<file path="src/rtl/core/pkcs_pc_pkg.sv">
// Shared types, constants and the DigestInfo prefix table for the padding checker.
// No dependencies; imported by every module of the block.
package pkcs_pc_pkg;

    // Layout limits
    localparam int unsigned MAX_KEY_BYTES = 256;
    localparam int unsigned PREFIX_LEN    = 19;
    localparam int unsigned BODY_LEN      = 51;
    localparam int unsigned MIN_SEP_INDEX = 10;
    localparam int unsigned POS_MAX       = 511;
    localparam int unsigned FIFO_DEPTH    = 4;

    // Byte constants of the layout
    localparam logic [7:0] BYTE_ZERO = 8'h00;
    localparam logic [7:0] BYTE_TYPE = 8'h01;
    localparam logic [7:0] BYTE_PAD  = 8'hFF;

    // Configuration register indexes
    typedef enum logic [7:0] {
        REG_KEY_LENGTH = 8'd0,
        REG_DIGEST_0   = 8'd1,
        REG_DIGEST_1   = 8'd2,
        REG_DIGEST_2   = 8'd3,
        REG_DIGEST_3   = 8'd4
    } cfg_reg_t;

    // Result codes
    typedef enum logic [1:0] {
        ST_OK         = 2'd0,
        ST_PAD_ERROR  = 2'd1,
        ST_DIGEST_BAD = 2'd2
    } status_t;

    // One classified word passed from the front to the back
    typedef struct packed {
        logic pad_err;
        logic dig_err;
        logic last;
    } class_word_t;

    // SHA-256 DigestInfo prefix byte at a given index
    function automatic logic [7:0] prefix_byte(input logic [4:0] idx);
        logic [7:0] b;
        case (idx)
            5'd0:    b = 8'h30;
            5'd1:    b = 8'h31;
            5'd2:    b = 8'h30;
            5'd3:    b = 8'h0d;
            5'd4:    b = 8'h06;
            5'd5:    b = 8'h09;
            5'd6:    b = 8'h60;
            5'd7:    b = 8'h86;
            5'd8:    b = 8'h48;
            5'd9:    b = 8'h01;
            5'd10:   b = 8'h65;
            5'd11:   b = 8'h03;
            5'd12:   b = 8'h04;
            5'd13:   b = 8'h02;
            5'd14:   b = 8'h01;
            5'd15:   b = 8'h05;
            5'd16:   b = 8'h00;
            5'd17:   b = 8'h04;
            5'd18:   b = 8'h20;
            default: b = 8'h00;
        endcase
        return b;
    endfunction

endpackage

</file>
<file path="src/rtl/core/pkcs1_v15_sha256_padding_check.sv">
// Top level of the PKCS#1 v1.5 SHA-256 encoded message checker.
// Instantiates pkcs_pc_front, pkcs_pc_fifo and pkcs_pc_back; uses pkcs_pc_pkg.
//
//   channel | ports                                   | word
//   --------+-----------------------------------------+-------------------------------
//   s_      | s_valid s_ready s_em_byte s_last_byte   | one message byte, MSB first
//   m_      | m_valid m_ready m_status                | one status per message
//   cfg_    | cfg_valid cfg_ready cfg_index cfg_data  | register write (index 0..4)
//
// Bytes are taken one per cycle unless the queue is full, and classified in the same cycle.
// m_valid rises once the back end pops the last byte's word into the result register.
// A four-word queue decouples the parser from the result register: while a status
// waits with m_ready low, the queue fills to four words and then s_ready drops.
// Synchronous active-low reset clears the parser, the queue and the registers to defaults.
// cfg_ready is always high.
module pkcs1_v15_sha256_padding_check import pkcs_pc_pkg::*; (
    input  logic        aclk,
    input  logic        aresetn,
    input  logic        s_valid,
    output logic        s_ready,
    input  logic [7:0]  s_em_byte,
    input  logic        s_last_byte,
    output logic        m_valid,
    input  logic        m_ready,
    output logic [1:0]  m_status,
    input  logic        cfg_valid,
    output logic        cfg_ready,
    input  logic [7:0]  cfg_index,
    input  logic [63:0] cfg_data
);

    class_word_t front_word;
    class_word_t back_word;
    logic        fifo_full;
    logic        fifo_not_empty;
    logic        fifo_pop;
    logic        byte_accept;

    assign cfg_ready   = 1'b1;
    assign s_ready     = !fifo_full;
    assign byte_accept = s_valid && s_ready;

    pkcs_pc_front u_front (
        .aclk        (aclk),
        .aresetn     (aresetn),
        .cfg_valid   (cfg_valid),
        .cfg_index   (cfg_index),
        .cfg_data    (cfg_data),
        .byte_accept (byte_accept),
        .em_byte     (s_em_byte),
        .last_byte   (s_last_byte),
        .class_word  (front_word)
    );

    pkcs_pc_fifo u_fifo (
        .aclk      (aclk),
        .aresetn   (aresetn),
        .push      (byte_accept),
        .push_word (front_word),
        .full      (fifo_full),
        .pop       (fifo_pop),
        .not_empty (fifo_not_empty),
        .pop_word  (back_word)
    );

    pkcs_pc_back u_back (
        .aclk       (aclk),
        .aresetn    (aresetn),
        .word_valid (fifo_not_empty),
        .word       (back_word),
        .pop        (fifo_pop),
        .m_valid    (m_valid),
        .m_ready    (m_ready),
        .m_status   (m_status)
    );

endmodule

</file>
<file path="src/rtl/core/pkcs_pc_front.sv">
// Front end: configuration registers and the per-byte layout parser.
// Emits one classified word per accepted byte. Depends on pkcs_pc_pkg.
module pkcs_pc_front import pkcs_pc_pkg::*; (
    input  logic              aclk,
    input  logic              aresetn,
    input  logic              cfg_valid,
    input  logic [7:0]        cfg_index,
    input  logic [63:0]       cfg_data,
    input  logic              byte_accept,
    input  logic [7:0]        em_byte,
    input  logic              last_byte,
    output class_word_t       class_word
);

    typedef enum logic [1:0] {
        PH_LEAD,
        PH_TYPE,
        PH_PAD,
        PH_BODY
    } phase_t;

    phase_t      phase_reg, phase_next;
    logic [8:0]  pos_reg, pos_next;
    logic [5:0]  field_reg, field_next;
    logic [8:0]  keylen_reg;
    logic [63:0] digest_reg [4];

    logic        pad_err;
    logic        dig_err;
    logic [9:0]  count;
    logic [5:0]  digest_idx;
    logic [63:0] digest_word;
    logic [7:0]  digest_byte;

    // Expected digest byte for the current body position
    assign digest_idx  = field_reg - 6'(PREFIX_LEN);
    assign digest_word = digest_reg[digest_idx[4:3]];
    assign digest_byte = 8'(digest_word >> {~digest_idx[2:0], 3'b000});
    assign count       = {1'b0, pos_reg} + 10'd1;

    // Per-byte classification and next parser state
    always_comb begin
        phase_next = phase_reg;
        field_next = field_reg;
        pos_next   = pos_reg;
        pad_err    = 1'b0;
        dig_err    = 1'b0;

        case (phase_reg)
            PH_LEAD: begin
                if (em_byte != BYTE_ZERO) pad_err = 1'b1;
                phase_next = PH_TYPE;
            end
            PH_TYPE: begin
                if (em_byte != BYTE_TYPE) pad_err = 1'b1;
                phase_next = PH_PAD;
            end
            PH_PAD: begin
                if (em_byte == BYTE_ZERO) begin
                    if (pos_reg < 9'(MIN_SEP_INDEX)) pad_err = 1'b1;
                    phase_next = PH_BODY;
                    field_next = '0;
                end else if (em_byte != BYTE_PAD) begin
                    pad_err = 1'b1;
                end
            end
            PH_BODY: begin
                if (field_reg >= 6'(BODY_LEN)) begin
                    pad_err = 1'b1;
                end else if (field_reg < 6'(PREFIX_LEN)) begin
                    if (em_byte != prefix_byte(field_reg[4:0])) pad_err = 1'b1;
                    field_next = field_reg + 6'd1;
                end else begin
                    if (em_byte != digest_byte) dig_err = 1'b1;
                    field_next = field_reg + 6'd1;
                end
            end
            default: begin
                pad_err    = 1'b1;
                phase_next = PH_LEAD;
            end
        endcase

        // Position counter saturates; overlong streams are padding errors
        if (pos_reg == 9'(POS_MAX)) pad_err = 1'b1;
        else                         pos_next = pos_reg + 9'd1;

        // End-of-message checks, then back to the start of a message
        if (last_byte) begin
            if (count != {1'b0, keylen_reg} || {1'b0, keylen_reg} > 10'(MAX_KEY_BYTES))
                pad_err = 1'b1;
            if (phase_next != PH_BODY || field_next != 6'(BODY_LEN))
                pad_err = 1'b1;
            phase_next = PH_LEAD;
            field_next = '0;
            pos_next   = '0;
        end
    end

    assign class_word = '{pad_err: pad_err, dig_err: dig_err, last: last_byte};

    // Parser state and configuration registers
    always_ff @(posedge aclk) begin
        if (!aresetn) begin
            phase_reg     <= PH_LEAD;
            pos_reg       <= '0;
            field_reg     <= '0;
            keylen_reg    <= 9'(MAX_KEY_BYTES);
            digest_reg[0] <= '0;
            digest_reg[1] <= '0;
            digest_reg[2] <= '0;
            digest_reg[3] <= '0;
        end else begin
            if (byte_accept) begin
                phase_reg <= phase_next;
                pos_reg   <= pos_next;
                field_reg <= field_next;
            end
            if (cfg_valid) begin
                case (cfg_index)
                    REG_KEY_LENGTH: keylen_reg    <= cfg_data[8:0];
                    REG_DIGEST_0:   digest_reg[0] <= cfg_data;
                    REG_DIGEST_1:   digest_reg[1] <= cfg_data;
                    REG_DIGEST_2:   digest_reg[2] <= cfg_data;
                    REG_DIGEST_3:   digest_reg[3] <= cfg_data;
                    default: ;
                endcase
            end
        end
    end

endmodule

</file>
<file path="src/rtl/core/pkcs_pc_fifo.sv">
// Short queue of classified words between the front and the back.
// Depends on pkcs_pc_pkg.
module pkcs_pc_fifo import pkcs_pc_pkg::*; (
    input  logic        aclk,
    input  logic        aresetn,
    input  logic        push,
    input  class_word_t push_word,
    output logic        full,
    input  logic        pop,
    output logic        not_empty,
    output class_word_t pop_word
);

    localparam int unsigned PtrW = $clog2(FIFO_DEPTH);

    class_word_t       mem_reg [FIFO_DEPTH];
    logic [PtrW-1:0]   wr_ptr_reg;
    logic [PtrW-1:0]   rd_ptr_reg;
    logic [PtrW:0]     count_reg;

    assign full      = (count_reg == (PtrW+1)'(FIFO_DEPTH));
    assign not_empty = (count_reg != '0);
    assign pop_word  = mem_reg[rd_ptr_reg];

    // Storage
    always_ff @(posedge aclk) begin
        if (push) mem_reg[wr_ptr_reg] <= push_word;
    end

    // Pointers and fill count
    always_ff @(posedge aclk) begin
        if (!aresetn) begin
            wr_ptr_reg <= '0;
            rd_ptr_reg <= '0;
            count_reg  <= '0;
        end else begin
            if (push) wr_ptr_reg <= wr_ptr_reg + 1'b1;
            if (pop)  rd_ptr_reg <= rd_ptr_reg + 1'b1;
            case ({push, pop})
                2'b10:   count_reg <= count_reg + 1'b1;
                2'b01:   count_reg <= count_reg - 1'b1;
                default: ;
            endcase
        end
    end

endmodule

</file>
<file path="src/rtl/core/pkcs_pc_back.sv">
// Back end: accumulates error flags per message and holds the result register.
// Depends on pkcs_pc_pkg.
module pkcs_pc_back import pkcs_pc_pkg::*; (
    input  logic        aclk,
    input  logic        aresetn,
    input  logic        word_valid,
    input  class_word_t word,
    output logic        pop,
    output logic        m_valid,
    input  logic        m_ready,
    output logic [1:0]  m_status
);

    logic    out_valid_reg;
    status_t status_reg;
    logic    pad_acc_reg;
    logic    dig_acc_reg;
    logic    pad_any;
    logic    dig_any;
    status_t status_next;

    // Take a word whenever the result register is free or being emptied
    assign pop     = word_valid && (!out_valid_reg || m_ready);
    assign pad_any = pad_acc_reg | word.pad_err;
    assign dig_any = dig_acc_reg | word.dig_err;

    // Padding error outranks a digest mismatch
    always_comb begin
        if (pad_any)      status_next = ST_PAD_ERROR;
        else if (dig_any) status_next = ST_DIGEST_BAD;
        else              status_next = ST_OK;
    end

    always_ff @(posedge aclk) begin
        if (!aresetn) begin
            out_valid_reg <= 1'b0;
            pad_acc_reg   <= 1'b0;
            dig_acc_reg   <= 1'b0;
        end else begin
            // A new status refills the register; otherwise it empties on m_ready
            if (pop && word.last)  out_valid_reg <= 1'b1;
            else if (m_ready)      out_valid_reg <= 1'b0;
            if (pop) begin
                if (word.last) begin
                    pad_acc_reg   <= 1'b0;
                    dig_acc_reg   <= 1'b0;
                end else begin
                    pad_acc_reg   <= pad_any;
                    dig_acc_reg   <= dig_any;
                end
            end
        end
    end

    // Result payload
    always_ff @(posedge aclk) begin
        if (pop && word.last) status_reg <= status_next;
    end

    assign m_valid  = out_valid_reg;
    assign m_status = status_reg;

endmodule
</file>
<file path="config.mk">
export PLATFORM = sky130hd
export DESIGN_NAME = pkcs1_v15_sha256_padding_check
export DESIGN_NICKNAME = d
export VERILOG_FILES = /design/src/rtl/core/pkcs_pc_pkg.sv /design/src/rtl/core/pkcs1_v15_sha256_padding_check.sv /design/src/rtl/core/pkcs_pc_front.sv /design/src/rtl/core/pkcs_pc_fifo.sv /design/src/rtl/core/pkcs_pc_back.sv
export SDC_FILE = /design/constraint.sdc
export NUM_CORES = 1
export LEC_CHECK = 0
export ABC_AREA = 1
export BUFFER_PORTS_ARGS = -buffer_cell sky130_fd_sc_hd__buf_2
export CAP_MARGIN = 20
export CORE_MARGIN = 8
export CORE_UTILIZATION = 30
export DETAILED_ROUTE_END_ITERATION = 10
export PLACE_DENSITY = 0.47
export SLEW_MARGIN = 25
export SYNTH_ARGS = -nofsm -noshare
export SYNTH_HDL_FRONTEND = slang
export SYNTH_SLANG_ARGS = --single-unit
</file>
<file path="constraint.sdc">
create_clock -name aclk -period 7.3 [get_ports aclk]
set_clock_uncertainty 0.1 [all_clocks]
set_input_delay 0.365 -clock aclk [delete_from_list [all_inputs] [get_ports aclk]]
set_output_delay 0.365 -clock aclk [all_outputs]
set_load 0.05 [all_outputs]
</file>
Word level (Yosys, flattened, before mapping)
Memories as Yosys holds them, arrays and structs flattened. A register that Yosys moved wholly into a read port is not among the register bits.
Cells that the tools add are included.
- bits in read-only memories: 256
- memories kept: 3
- word-level logic and storage cells: 132
- input bits: 86
- register bits after elaboration: 38
- output and inout port bits: 5
- RAM bits: 268
- reductions and logical operators: 17
- shift-type cells: 1
- bitwise operators: 7
- equal/unequal tests: 19
- add/sub/neg operators: 8
- mux-type cells: 62
- magnitude comparators: 4
- memory list (memory ; depth ; width ; read ports ; clocked after Yosys merged registers in ; write ports ; RTL line ; RTL):
    (no name shown) ; 32 ; 8 ; 1 ; 1 ; 0 ; pkcs_pc_pkg.sv:44 ; case (idx)
    u_front.digest_reg ; 4 ; 64 ; 1 ; 0 ; 4 ; pkcs_pc_front.sv:26 ; logic [63:0] digest_reg [4];
    u_fifo.mem_reg ; 4 ; 3 ; 1 ; 1 ; 1 ; pkcs_pc_fifo.sv:16 ; class_word_t mem_reg [FIFO_DEPTH];
- operators by type and width (cell ; count):
    $mux W64 ; 4
    $shr A64 B6 Y8 ; 1
    $mux W1 ; 39
    $mux W8 ; 3
    $mux W6 ; 3
    $mux W9 ; 2
    $eq A8 B2 Y1 const B ; 2
    $logic_not A8 Y1 ; 2
    $ne A8 B8 Y1 ; 2
    $pmux W6 S2 ; 1
    $add A9 B1 Y10 const B ; 1
    $mux W2 ; 5
    $mux W5 ; 2
    $ne A10 B9 Y1 ; 1
    $add A9 B1 Y9 const B ; 1
    $eq A9 B9 Y1 const B ; 1
    $gt A9 B9 Y1 const B ; 1
    $lt A9 B4 Y1 const B ; 1
    $eq A8 B1 Y1 const B ; 1
    $eq A8 B3 Y1 const B ; 1
    $ne A8 B1 Y1 const B ; 1
    $ne A8 B8 Y1 const B ; 1
    $reduce_bool A8 Y1 ; 1
    $add A6 B1 Y6 const B ; 1
    23 further kinds ; 40

Logic depth before layout (Yosys ltp)
- word-level depth: 13
- gate-level depth with buffers: 19
- gate-level depth less buffers: 18

Hierarchy
From an unflattened synthesis, not the netlist that was laid out.
- cell total of the unflattened synthesis: 1670
- area, all modules: 15140.8 um^2
- by module, submodules not included (module ; times used ; sequential area each (um^2) ; area each (um^2) ; cells each):
    pkcs_pc_front ; 1 ; 8368.0 ; 13998.4 ; 1549
    pkcs_pc_fifo ; 1 ; 540.5 ; 889.6 ; 88
    pkcs_pc_back ; 1 ; 120.1 ; 227.7 ; 28
    pkcs1_v15_sha256_padding_check ; 1 ; 0.0 ; 25.0 ; 5

Worst setup path before layout
Ideal clock, no wire load.
- path kind: input-to-reg
- start: input cfg_index[5]
- end: memory u_front.digest_reg[3][0], enable pin
- cell stages on the path: 5
- path slack: 4277 ps
- setup time: 424 ps
- data arrival time: 2499 ps
- data required time: 6776 ps
- path through: nor4_2 inv_1 nor2_1 nand4_1 nand2_1
- RTL lines (what ; RTL line ; RTL):
    start: declaration ; pkcs1_v15_sha256_padding_check.sv:28 ; input logic [7:0] cfg_index,
    end: declaration ; pkcs_pc_front.sv:26 ;

Worst setup path in the final report
- start: register u_front.field_reg[0]
- end: memory u_fifo.mem_reg[1][1] in the netlist's numbering (data pin)
- longest elaborated chain between the ends: 8
- elaborated cells between the ends (all ways): 11
- those cells by class: add/sub: 1; order compare: 2; eq/ne: 1; shift: 1; mux: 4; bitwise: 1; memory: 1
- ends and longest elaborated chain (what ; RTL line ; RTL):
    start: declaration ; pkcs_pc_front.sv:24 ; logic [5:0] field_reg, field_next;
    start signal: assignment ; pkcs_pc_front.sv:117 ; field_reg <= field_next;
    $sub A5 B5 Y5 ; pkcs_pc_front.sv:36 ; assign digest_idx = field_reg - 6'(PREFIX_LEN);
    $mem_v2 Z4 W64 / $not A3 Y3 (equally long branches) ; n/a ;
    $shr A64 B6 Y8 ; pkcs_pc_front.sv:38 ; assign digest_byte = 8'(digest_word >> {~digest_idx[2:0], 3'b000});
    $ne A8 B8 Y1 ; pkcs_pc_front.sv:74 ; if (em_byte != digest_byte) dig_err = 1'b1;
    $mux W1 ; pkcs_pc_front.sv:74 ;
    $mux W1 ; pkcs_pc_front.sv:70 ; end else if (field_reg < 6'(PREFIX_LEN)) begin
    $mux W1 (*) ; pkcs_pc_front.sv:68 ; if (field_reg >= 6'(BODY_LEN)) begin
    $mux W1 (*) ; pkcs_pc_front.sv:49 ; case (phase_reg)
    via u_front.dig_err ; pkcs_pc_front.sv:29 ; logic dig_err;
    end: declaration ; pkcs_pc_fifo.sv:16 ;
Mark *: on every way through the listed nets, which the timed path passes. The rest lies on a longest branch.

==> results.txt <==
The most area-hungry cell type in the Yosys netlist is sky130_fd_sc_hd__edfxtp_1. The final count of pins violating max slew is 0. STA classifies the critical path endpoint as a register.

The critical path is of the reg2reg type. The number of buffers added by the clock tree synthesis step came out at 37. For this run, asynchronously set or reset flops after synthesis account for 0. The highest net fanout along the worst path came out at 37.

The post-route non-filler standard cell count came out at 2407. The post-route minimum period came out at 4235 ps. The sum of negative setup slack came out at 0 ps. Entering global routing, the biggest net connects approximately 130 pins. The setup check on the worst reg-to-reg path leaves a slack of 3070 ps. The count of nets after finishing came out at 1809. The global-route wire length before repair is 69810 um. The net count of the mapped netlist is 1748. The count of state elements after synthesis came out at 316. The number of global-route vias before repair is 11753. The portion of netlist area occupied by mux cells is 0.

The critical path data required time came out at 7440 ps. The number of primary I/O pins came out at 91. The number of standard-cell rows in the floorplan is 82. The die outline height came out at 239.4 um. The slew of the pin with the lowest slew margin came out at between 1000 and 1500 ps. The share of post-route cells with drive strength above 1 is 0.1038.

The tightest min-delay check is of the in2reg type. In the final routed layout, each cell accounts on average for 18.79 um. The aggregate global-route resource usage came out at 0.1577. The standard cell core area is around 50000 um2. Summing internal, switching and leakage power gives 4.217 mW. The core utilization of the finished layout came out at 0.3453. The worst ir drop on vdd came out at 0.1405 mV. The number of antenna violations at the first check in global routing came to 1. The starting utilization of the core area is 0.3008. The commonest cells after synthesis are 340 x sky130_fd_sc_hd__nand2_1, 309 x sky130_fd_sc_hd__nor2_1, 286 x sky130_fd_sc_hd__nand3_1. The number of levels the H-tree was split into came out at 2. The headroom to the max-slew limit came out at 0.3332.

The unique cell type count in the Yosys netlist came out at 43. The half-perimeter wire length after placement is 27230 um. At the later pin of the worst-skew pair, clock insertion delay measures approximately 540 ps.

In the post-synthesis netlist, the biggest area contributors are sky130_fd_sc_hd__edfxtp_1 54%, sky130_fd_sc_hd__nand3_1 9.6%, sky130_fd_sc_hd__nand2_1 8.5%. The number of flip-flops in the largest register is ~260. TritonCTS built the clock tree.

The run finished with clean final reports. The post-route fraction of the period consumed by the critical path is 0.5801. Post-CTS repair changed the size of 0 cells.

The worst slack at placement came out at roughly 3100 ps. The DRC violation total after the first TritonRoute iteration came out at 782. In this run the power density over the cells is approximately 250 nW/um2. The horizontal extent of the die is roughly 240 um.

The final-layout fill cell count is 5162. The share of the synthesized area in compound gates (AO/OA/AOI/OAI) came out at 0.03469. The mean post-synth cell area came out at 9.089 um2. The cell at the root of the clock tree is sky130_fd_sc_hd__clkbuf_16.

The number of hold violations in the final report is 0. Setup repair after global routing left no endpoint under its margin. The vias per cell came out at 4.837. After clock tree synthesis, the flow added hold-fix buffers numbering 1.

By area, the combinational part of the netlist is dominated by simple AND/OR/NAND/NOR gates. Of the total synthesized cell area, the portion taken by full adders, half adders and majority gates is 0.01304. The last weighted congestion value of the routability-driven placer came out at 0.8526.

Of the total synthesized cell area, the portion taken by AND, OR, NAND and NOR gates is 0.2763. The most used flip-flop cell after synthesis is sky130_fd_sc_hd__edfxtp_1. The wire length after detailed routing came out at 45240 um. The number of optimization iterations in the first detailed-route pass is 5.

Global routing finished with a remaining overflow of 0. The count of buffers added by post-CTS timing repair for setup came out at 0. The remaining number of nets flagged by the antenna check after routing came out at 0. Once placement completed, the tool counted placed cells totaling ~2300. The number of instances in the synthesized netlist came out at 1647. The nature of the critical path startpoint is a register. The post-synthesis to final-layout area growth is 14.77%.

The final setup violation count came out at 0. The maximum clock path buffer count is 3. The count of unresolved DRC violations after routing is 0.

The sink count of the clock tree came out at 316. The number of buffers added on ports came out at 89. The cell with the most instances after synthesis is sky130_fd_sc_hd__nand2_1. The number of synthesized flops with an enable pin came out at 270. The floorplan die area is 57300 um2.

The leakage power of the design is 6.903 nW. The post-synthesis cell area came out at 14970 um2. The Yosys step of the flow raised 0 warnings.

The data arrival time of the critical path is 4380 ps. The max-capacitance violation count came out at 0. Of the total synthesized cell area, the portion taken by XOR and XNOR cells is 0.009947. The part of the Yosys area used for sequential elements came out at 0.6031. The area fraction of the dominant cell type after synthesis came out at 0.5416.

The clock-pin slew of the registers on the worst-case setup and hold paths is 60 ps. The setup slack after layout came out at about 3100 ps. The number of vias after detailed routing is 11642. The fmax is between 200 and 250 MHz.
final cells by class:
| cell class | count | area (um2) | area share |
|---|---|---|---|
| Clock inverter | 14 | 113.9 | 0.006627 |
| Sequential cell | 316 | 9029 | 0.5255 |
| Multi-Input combinational cell | 1102 | 5062 | 0.2947 |
| Clock buffer | 51 | 999.7 | 0.05819 |
| Tap cell | 672 | 840.8 | 0.04894 |
| Inverter | 146 | 548.0 | 0.03190 |
| Timing Repair Buffer | 105 | 584.3 | 0.03401 |
| Antenna cell | 1 | 2.502 | 0.0001457 |
final timing paths:
kind	startpoint	endpoint	cells past startpoint
worst max-delay path	u_front.field_reg[0]	u_fifo.mem_reg[1][1]	16
worst min-delay path	s_last_byte	u_fifo.mem_reg[3][0]	1
worst max register to register	u_front.field_reg[0]	u_fifo.mem_reg[1][1]	16
worst min register to register	u_fifo.rd_ptr_reg[1]	u_fifo.rd_ptr_reg[1]	2
routing by layer:
metal  part of all wire  wire length (um)  global-route usage
met1               0.45             20160              0.2043
met2               0.47             21360              0.2667
met3              0.056              2550             0.02726
met4              0.026              1162             0.04827
met5                  0                 0                   0
critical path: stages, from the launching register on:
cell	delay, ps
sky130_fd_sc_hd__dfxtp_1	730
sky130_fd_sc_hd__ha_1	300
sky130_fd_sc_hd__inv_1	70
sky130_fd_sc_hd__nand3_1	90
sky130_fd_sc_hd__nand2_2	70
sky130_fd_sc_hd__inv_2	460
sky130_fd_sc_hd__buf_4	580
sky130_fd_sc_hd__nand3_1	130
sky130_fd_sc_hd__nand3_1	110
sky130_fd_sc_hd__nand3_1	160
sky130_fd_sc_hd__nand3_1	290
sky130_fd_sc_hd__nand2_1	80
sky130_fd_sc_hd__nand2_1	60
sky130_fd_sc_hd__nand2_1	50
sky130_fd_sc_hd__nand2_1	50
sky130_fd_sc_hd__nor2_1	70
sky130_fd_sc_hd__a21oi_1	480
cells in the final DEF, fill, tap and decap left out, types with 3 or more instances in the layout:
| cell | count |
|---|---|
| sky130_fd_sc_hd__a211oi_1 | 3 |
| sky130_fd_sc_hd__a21oi_1 | 38 |
| sky130_fd_sc_hd__a22oi_1 | 3 |
| sky130_fd_sc_hd__buf_2 | 89 |
| sky130_fd_sc_hd__buf_4 | 13 |
| sky130_fd_sc_hd__clkbuf_1 | 13 |
| sky130_fd_sc_hd__clkbuf_16 | 38 |
| sky130_fd_sc_hd__clkinv_1 | 8 |
| sky130_fd_sc_hd__clkinv_2 | 4 |
| sky130_fd_sc_hd__dfxtp_1 | 46 |
| sky130_fd_sc_hd__edfxtp_1 | 270 |
| sky130_fd_sc_hd__ha_1 | 14 |
| sky130_fd_sc_hd__inv_1 | 139 |
| sky130_fd_sc_hd__inv_2 | 5 |
| sky130_fd_sc_hd__nand2_1 | 335 |
| sky130_fd_sc_hd__nand2_2 | 6 |
| sky130_fd_sc_hd__nand2_4 | 5 |
| sky130_fd_sc_hd__nand3_1 | 285 |
| sky130_fd_sc_hd__nand3_2 | 3 |
| sky130_fd_sc_hd__nand4_1 | 14 |
| sky130_fd_sc_hd__nor2_1 | 308 |
| sky130_fd_sc_hd__nor3_1 | 9 |
| sky130_fd_sc_hd__o21ai_0 | 35 |
| sky130_fd_sc_hd__o22ai_1 | 3 |
| sky130_fd_sc_hd__or2_2 | 4 |
| sky130_fd_sc_hd__xnor2_1 | 6 |
| sky130_fd_sc_hd__xor2_1 | 11 |
where the power goes:
group / total, mW / internal (mW) / leakage (nW) / switching (mW)
Clock: 1.73 / 0.997 / 0.541 / 0.738
Combinational: 0.371 / 0.106 / 3.44 / 0.265
Sequential: 2.11 / 2.07 / 2.92 / 0.0420
Total: 4.22 / 3.17 / 6.90 / 1.05
cells by family after synthesis:
kind of cell | count (synthesis)
AOI/OAI and AO/OA | 93
xor gates and xnor gates | 17
adders and majority gates | 15
buffers and inverters | 229
DFF | 316
other | 1
and+or+nand+nor | 976
per-stage QoR:
step	hold slack [ps]	cell area, um2
CTS	36.64	17150
floorplan	334.2	14970
global route	48.41	17180
finish	50.86	17180
detailed placement	357.7	16030
global placement	352.0	16030
(Power assumes the default switching activity.)
